$ cat src/rtl/assert_macros.svh
// assertion helpers used by the graham_scan_convex_hull rtl file
`ifndef ASSERT_MACROS_SVH
`define ASSERT_MACROS_SVH

// same-cycle implication, checked at every clock edge out of reset
`define GS_ASSERT_IMPL(lbl, ante, cons, msg) \
	lbl: assert property (@(posedge clk) disable iff (!arst_n) (ante) |-> (cons)) \
		else $error(msg);

// next-cycle implication
`define GS_ASSERT_NEXT(lbl, ante, cons, msg) \
	lbl: assert property (@(posedge clk) disable iff (!arst_n) (ante) |=> (cons)) \
		else $error(msg);

`endif

$ cat src/rtl/gsch_ram.sv
`timescale 1ns / 1ps
// ----------------------------------------------------------------------------
// gsch_ram
// Generic single write port, single read port ram with registered read.
// ----------------------------------------------------------------------------
module gsch_ram #(
	parameter int WIDTH = 8,
	parameter int DEPTH = 64
) (
	input  logic                     clk,
	input  logic                     we,
	input  logic [$clog2(DEPTH)-1:0] waddr,
	input  logic [WIDTH-1:0]         wdata,
	input  logic [$clog2(DEPTH)-1:0] raddr,
	output logic [WIDTH-1:0]         rdata
);

	logic [WIDTH-1:0] mem [DEPTH];

	always_ff @(posedge clk) begin
		if (we) begin
			mem[waddr] <= wdata;
		end
		rdata <= mem[raddr];
	end

endmodule

$ cat config.mk
export PLATFORM = sky130hd
export DESIGN_NAME = gsch_ram
export DESIGN_NICKNAME = d
export VERILOG_FILES = /design/src/rtl/assert_macros.svh /design/src/rtl/gsch_ram.sv
export SDC_FILE = /design/constraint.sdc
export NUM_CORES = 1
export LEC_CHECK = 0
export ABC_AREA = 1
export BUFFER_PORTS_ARGS = -buffer_cell sky130_fd_sc_hd__buf_4
export CAP_MARGIN = 20
export CELL_PAD_IN_SITES_DETAIL_PLACEMENT = 0
export CELL_PAD_IN_SITES_GLOBAL_PLACEMENT = 1
export CORE_MARGIN = 3
export CORE_UTILIZATION = 46
export DETAILED_ROUTE_END_ITERATION = 10
export GPL_TIMING_DRIVEN = 0
export PLACE_DENSITY_LB_ADDON = 0.1
export SLEW_MARGIN = 40
export SYNTH_ARGS = -nofsm -noshare
export SYNTH_HDL_FRONTEND = slang
export SYNTH_SLANG_ARGS = --single-unit
$ cat constraint.sdc
create_clock -name clk -period 1.8 [get_ports clk]
set_input_delay 0.18 -clock clk [delete_from_list [all_inputs] [get_ports clk]]
set_output_delay 0.18 -clock clk [all_outputs]
set_load 0.05 [all_outputs]
==> results of run 1 <==
registers in the layout, summed over array words and instances, names as in the netlist:
signal	count
rdata	8
mem	512
how the worst min path moves through the flow:
stage | end | slack (ns) | cells after the start | startpoint
after global routing | mem[16][2] | 0.003 | 1 | wdata[2]
after global placement | rdata[4] | 0.63 | 1 | rdata[4]
after CTS | mem[34][7] | 0.14 | 1 | wdata[7]
after detailed placement | rdata[7] | 0.63 | 1 | rdata[7]
after floorplan | mem[0][0] | 0.28 | 0 | wdata[0]
final | mem[17][2] | 0.004 | 1 | wdata[2]
report_power, final:
part / leakage (nW) / switching, mW / internal [mW] / total, mW
clock: 0.776 / 4.47 / 5.85 / 10.3
sequential: 4.67 / 0.0241 / 13.4 / 13.4
combinational: 3.28 / 1.43 / 0.500 / 1.93
total: 8.73 / 5.93 / 19.7 / 25.7
cells in the mapped netlist:
library cell / instances
sky130_fd_sc_hd__buf_1: 10
sky130_fd_sc_hd__buf_2: 37
sky130_fd_sc_hd__buf_4: 14
sky130_fd_sc_hd__buf_6: 35
sky130_fd_sc_hd__buf_8: 2
sky130_fd_sc_hd__clkbuf_1: 15
sky130_fd_sc_hd__dfxtp_1: 8
sky130_fd_sc_hd__edfxtp_1: 512
sky130_fd_sc_hd__inv_1: 10
sky130_fd_sc_hd__inv_2: 1
sky130_fd_sc_hd__inv_6: 1
sky130_fd_sc_hd__nand2_1: 648
sky130_fd_sc_hd__nand3_1: 439
sky130_fd_sc_hd__nand4_1: 9
sky130_fd_sc_hd__nor2_1: 56
sky130_fd_sc_hd__nor4_1: 8
kinds of logic after synthesis:
logic type	count (synthesis)	share of synthesized area
buffers and inverters	125	0.04022
AND/OR/NAND/NOR	1160	0.2318
flip-flops	520	0.7280
repair_timing:
action / 4_1_cts / 5_1_grt
setup buffers: 4 / 1
pin swaps: 3 / 1
gates resized for setup: 27 / 9
setup endpoints to repair: 256 / 142
routing by layer:
layer / routed length, microns / share of wire / up-vias
li1: - / - / 6565
met1: 27900 / 0.44 / 6902
met2: 28200 / 0.45 / 528
met3: 4702 / 0.075 / 104
met4: 2118 / 0.034 / 0
met5: 0 / 0 / -
worst max-delay path, stage by stage:
cell	delay, ns
sky130_fd_sc_hd__clkbuf_1	0.51
sky130_fd_sc_hd__nand4_1	0.60
sky130_fd_sc_hd__nor2_1	0.81
metrics by stage:
stage / util / hold WS [ns] / setup slack, ns
floorplan: - / 0.2789 / -0.1461
global placement: 0.4881 / 0.6328 / -1.385
detailed placement: 0.4915 / 0.6311 / -1.028
CTS: 0.5289 / 0.1372 / -0.2370
global route: 0.5315 / 0.003096 / -0.1324
finish: 0.5315 / 0.003829 / -0.1035
layout make-up:
cell class | instances | area, sq um | share of cell area
antenna | 1 | 2.502 | 0.0001033
buffer | 113 | 808.3 | 0.03336
clock buffer | 70 | 1433 | 0.05914
clock inverter | 23 | 165.2 | 0.006817
inverter | 12 | 50.05 | 0.002066
multi-input combinational | 1160 | 5136 | 0.2120
sequential | 520 | 15530 | 0.6413
tap | 600 | 750.7 | 0.03099
timing repair buffer | 44 | 345.3 | 0.01425
==> reports/results.txt, run 1 <==
The die is 221.4 microns tall. The filler cells instantiated in the layout total 3950. The via-per-instance ratio works out to 5.544. The placement-stage cell area is 22400 sq um.

The proportion of netlist area held by the largest area contributor is 0.7205. For the setup skew after layout, the log shows 0.01863 ns. The global routing stage identified its most utilized layer as met2. The run gives 525.4 MHz as the top achievable clock speed. The timing endpoint of the critical path is mem[39][6]. The worst-case setup margin in the final layout is -0.1035 ns. Synthesis handed over a netlist of 1805 instances.

The share of final-layout standard cells stronger than drive strength 1 is 0.1339, and the maximum buffer depth of the clock tree is 3. The met1 routing resource usage after global routing came out at 0.3770. Once layout is complete, the cells apart from fillers number 2543.

The worst path in the final design needs a cycle of 1.903 ns, including I/O delays and setup. The tools report the effective utilization at floorplan as 0.4682. The critical path is of the in -> reg type. The HPWL after detailed placement came out at 42770 microns. The tools report the met2 track utilization from global routing as 0.3898. The count of buffers added on input and output ports is 21. The number of routed nets with antenna violations came out at 0. In the final timing run, aggregate negative setup slack is -4.329 ns. For this design the static power due to leakage is 8.728 nW.

The flow ran to the end, but the final reports show violations. The die is 221.4 microns wide. The tools report the via count of the first global-routing pass as 13430. The final reports fail on negative setup slack. The first global-routing pass estimated 91220 microns of wire.

The number of nets in the synthesized netlist is 1827. The wire length per cell came out at 24.74 microns. For the worst vdd rail ir drop, the log shows 0.7337 mV. Total power for the finished layout comes to 25.68 mW. CTS sink count: 520. In this run the cell area of the synthesized design comes to 21340 sq um. The source of the worst register-to-register timing path is mem[51][3]. Pin placement for this block handled 30 I/O pins.

The library cell used most frequently in the layout, excluding fill and tap cells, is sky130_fd_sc_hd__nand2_1. The number of pins exceeding their max-slew limit in the final report came out at 0. STA classifies the critical path startpoint as an input port.

The worst setup path is captured at a register. The power per standard cell area was 1060 nW/um^2. The post-cts hold buffer count is 0, and the worst slew margin relative to its limit is 0.4406.

For this run, the number of Yosys warnings is 0. Summed over all layers, the global routing overflow is 0. TritonCTS built the clock tree. The worst-case register-to-register setup slack is 0.34 ns, and the TritonCTS buffer count is 54.

STA puts the critical path data required time at 2.01 ns. The data arrival time of the worst path is 2.12 ns. In this run the worst setup path begins at waddr[1]. Placed cell count: 2440. The number of remaining DRC errors was 0. At the end of routability-driven placement, the weighted congestion stood at 0.8722. The area growth from synthesis to layout is 13.53%. The total number of vias was 14100; the per-instance average area after synthesis was 11.82 sq um.

Before antenna repair, the detailed router went through 6 iterations. The period utilization is 1.057, and the count of different cell masters after synthesis is 16. The endpoint identified for the worst register-to-register timing path is rdata[3]. Sorting the synthesized cells by area gives the leading types as sky130_fd_sc_hd__edfxtp_1 (72%), sky130_fd_sc_hd__nand2_1 (11%), sky130_fd_sc_hd__nand3_1 (10%). Setup repair after global routing could not meet its margin everywhere. The maximum fanout encountered on the critical timing path is 9, and the number of nets at the end of the flow is 1927.

With fillers left out, the area of the finished cells amounts to 24230 sq um. The clock-pin slew of the registers on the worst-case setup and hold paths was 0.06 ns. After floorplanning, the core was divided into 78 placement rows. The met3 track utilization from global routing is 0.03993, and the core region area is 45580 sq um. The number of DRC violations after detailed-routing iteration 0 was 1598. Synthesis inferred 520 register bits.

The die covers 49010 sq um. The routed wire length came out at 62920 microns. The cell sitting at the root of the clock tree is a sky130_fd_sc_hd__clkbuf_16. The H-tree was split into 2 levels.

The clock reaches the later pin of the worst-skew pair after 0.59 ns. Initial antenna violation count: 1. For the number of endpoints with negative hold slack in the final report, the log shows 0. For the pin with the worst max-slew slack, the measured transition is 0.8392 ns.

The worst register-to-register path has a depth of 8. Leaving out fill and tap cells, the most frequent cells in the layout are sky130_fd_sc_hd__nand2_1 (648), sky130_fd_sc_hd__edfxtp_1 (512), sky130_fd_sc_hd__nand3_1 (439). Of all cell types, the one taking the most synthesized area is sky130_fd_sc_hd__edfxtp_1. Setup violations remaining at the end of the flow were counted as 83. The total routing usage reported by global routing came out at 0.2559.

For the largest net degree at the start of global routing, the log shows 65. The number of max-cap violations was 0. Share of the yosys chip area belonging to registers: 0.7280.

The worst hold path belongs to the class in -> reg.
Note: power is estimated with default switching activity, not from simulation.
==> run 2, diff against run 1 <==
- CORE_UTILIZATION: 46 -> 40
- clock period: 1.8 -> 2.1 ns (I/O delays scaled with it)
==> run 2 against run 1 <==
Compared with the run above: the run still ends with negative setup slack left; combinational power shrank 12%; cell count grew 3.3%; largest cell class unchanged; critical endpoint is now mem[20][4]; highest routed layer unchanged; final area grew 0.53%; critical path type unchanged.
==> reports/results.txt, run 2 (same netlist as run 1, synthesis figures left out) <==
The worst vdd rail ir drop came out at 0.5947 mV (was 0.7337 mV). Top register by number of flip-flops: mem (unchanged). The slew at the pin closest to its max-slew limit was 0.9574 ns (was 0.8392 ns). The maximum fanout encountered on the critical timing path came out at 9 (unchanged). The tools report the launching element type of the critical path as an input port (unchanged). The via-per-instance ratio works out to 5.388 (was 5.544). The kind of cell adding the most delay to the critical path was simple AND/OR/NAND/NOR gates (unchanged). The port buffer count works out to 21 (unchanged). The count of endpoints failing setup in the final report is 114 (was 83), and the number of routed nets with antenna violations is 0 (unchanged). The final hold slack is 0.03807 ns (was 0.003829 ns), and the number of DRC violations after detailed-routing iteration 0 is 1395 (was 1598). The CTS sink count came out at 520 (unchanged). The number of diodes is 0 (was 1). The uppermost layer routed was met4 (unchanged).

Subtracting the final worst setup slack from the clock period gives 2.342 ns. The logs give 0.8743 (was 0.8722) for the global placement routability congestion and 30 (unchanged) for the number of primary I/O pins. Leading registers by flop count: mem x512, rdata x8 (unchanged). The logs give 2 (unchanged) for the number of levels the H-tree was split into and 4856 (was 3950) for the number of filler cells placed in the layout. The share of final-layout standard cells stronger than drive strength 1 is 0.1330 (was 0.1339), and the worst slew margin relative to its limit is 0.3598 (was 0.4406). The wire length of the first global-routing pass was 97530 microns (was 91220 microns); the power per standard cell area was 925.4 nW/um^2 (was 1060 nW/um^2). The total global routing overflow was 0 (unchanged); the setup slack after placement was -0.6946 ns (was -1.028 ns).

The worst-case setup margin in the final layout is -0.2417 ns (was -0.1035 ns). The run gives 2.57 ns (was 2.12 ns) as the data arrival time of the worst path. The classification of the worst-slack hold path was in -> reg (unchanged). The initial antenna violation count is 0 (was 1). The run finished, with violations left. The register area was 15530 sq um (unchanged); the top achievable clock speed was 427.0 MHz. The run gives 68130 microns (was 62920 microns) as the routed wire length. The number of optimization iterations in the first detailed-route pass came out at 5 (was 6).

The combined area of the multi-input logic cells was 5126 sq um (was 5136 sq um); the area growth from synthesis to final layout was 14.13% (was 13.53%). Setup repair after global routing could not meet its margin everywhere. The cell chosen for the clock root is sky130_fd_sc_hd__clkbuf_16 (unchanged).

The clock-pin slew of the registers on the worst-case setup and hold paths came out at 0.06 ns (about the same). The number of buffer and inverter instances along the worst setup path is 2 (was 1). The tools report the number of max-cap violations as 0 (unchanged). The clock network latency to the later pin of the worst-skew pair was 0.61 ns (was 0.59 ns); the total routing usage reported by global routing was 0.2426 (was 0.2559).

The cell at the slowest stage of the critical path is sky130_fd_sc_hd__nor2_1 (unchanged). For the final cell count without fillers, the log shows 2628 (was 2543). The core region area was 52660 sq um (was 45580 sq um); the HPWL after detailed placement was 44950 microns (was 42770 microns).

The tools report the largest net degree at the start of global routing as 65 (unchanged). The logs give 3952 microns (was 4702 microns) for the detailed route wirelength on metal3 and 29690 microns (was 27900 microns) for the post-route met1 wirelength. Number of core rows: 84 (was 78). Chain of cells forming the critical path: clkbuf_1 -> inv_1 -> nand4_1 -> nor2_1 (was clkbuf_1 -> nand4_1 -> nor2_1).

Placed cell count: 2526 (was 2440). Most frequent standard cell in the layout excluding fill and tap cells: sky130_fd_sc_hd__nand2_1 (unchanged). For the via count of the first global-routing pass, the log shows 13480 (was 13430). The run gives 0 (unchanged) as the number of pins exceeding their max-slew limit in the final report. The TritonCTS buffer count is 56 (was 54).

The setup skew after layout is 0.01500 ns (was 0.01863 ns). The tools report the number of buffers added for setup after CTS as 0 (was 4). The category of the most critical setup path was in -> reg (unchanged). The run gives 0.4625 (was 0.5315) as the final core utilization.

TritonCTS built the clock tree. The vertical die dimension works out to 237.0 microns (was 221.4 microns). The number of endpoints with negative hold slack in the final report is 0 (unchanged). Total number of vias: 14160 (was 14100). The run gives 0 (unchanged) as the number of remaining DRC errors. The static leakage power was 8.735 nW (was 8.728 nW); the die span in x was 237.0 microns (was 221.4 microns).

The logs give 0.4053 (was 0.4682) for the effective utilization at floorplan and 3 (unchanged) for the maximum buffer depth of the clock tree. Element type at the critical path end: a register (unchanged). The required time at the endpoint of the critical path is 2.32 ns (was 2.01 ns).

The number of nets at the end of the flow was 1920 (was 1927); the wire length per cell was 25.92 microns (was 24.74 microns). The overall die area was 56150 sq um (was 49010 sq um); the number of flip-flops under the largest register name was 512 (unchanged). The wire length on met2 came out at 32200 microns (was 28200 microns). Top library cells by usage in the layout, fill and taps aside: sky130_fd_sc_hd__nand2_1 (648), sky130_fd_sc_hd__edfxtp_1 (512), sky130_fd_sc_hd__nand3_1 (439) (unchanged).

The biggest cell delay along the critical path was 0.98 ns (was 0.81 ns). Violations in the final reports: negative setup slack (unchanged). Period utilization: 1.115.
-- run 2: cell count changes in the layout (fill, tap and decap cells not counted), sizes merged --
cell / delta
clkbuf: -5
clkinv: +8
bufinv: +1
diode: -1
buf: -9
clkinvlp: +3
-- run 2: timing repair --
item | in CTS | in global routing
setup endpoints to repair | 48 | 134
hold buffers | 0 | 0
gates resized for setup | 2 | 11
-- run 2: path summary, 6_finish.rpt --
check	from	to	slack, ns	cells past startpoint
max reg2reg	mem[49][7]	rdata[7]	0.57	8
min reg2reg	mem[38][1]	rdata[1]	0.91	8
min	wdata[4]	mem[9][4]	0.04	1
max	waddr[1]	mem[20][4]	-0.24	4
-- run 2: final cells by class --
class                      count  area share
clock buffer                  65     0.05980
tap                          688     0.03535
timing repair buffer          35     0.01099
multi-input combinational   1160      0.2105
clock inverter                35     0.01027
inverter                      12    0.002055
sequential                   520      0.6379
buffer                       113     0.03319
-- run 2: metrics by stage --
| stage | power, mW | TNS [ns] | area [sq um] |
|---|---|---|---|
| after floorplan | 12.60 | 0 | 21340 |
| after global placement | 13.39 | -241.88 | 22360 |
| after detailed placement | 13.41 | -238.15 | 22520 |
| after CTS | 22.68 | -1.574 | 24230 |
| after global routing | 23.26 | -11.78 | 24350 |
| final | 22.54 | -8.283 | 24350 |
-- run 2: where the power goes --
| group | switching [mW] | internal [mW] | leakage [nW] |
|---|---|---|---|
| Sequential | 0.0201 | 11.5 | 4.67 |
| Combinational | 1.27 | 0.418 | 3.23 |
| Clock | 4.04 | 5.29 | 0.831 |
-- run 2: worst reg2reg max path, delay by kind of cell (launching register included) --
| kind | cells | cell delay, ns |
|---|---|---|
| AND/OR/NAND/NOR | 8 | 1.03 |
| flip-flops | 1 | 0.37 |
-- run 2: metal layers --
| layer | up-vias | track usage |
|---|---|---|
| met5 | - | 0 |
| met3 | 113 | 0.02842 |
| met1 | 7012 | 0.3442 |
| li1 | 6549 | - |
| met2 | 485 | 0.3896 |
| met4 | 0 | 0.08375 |
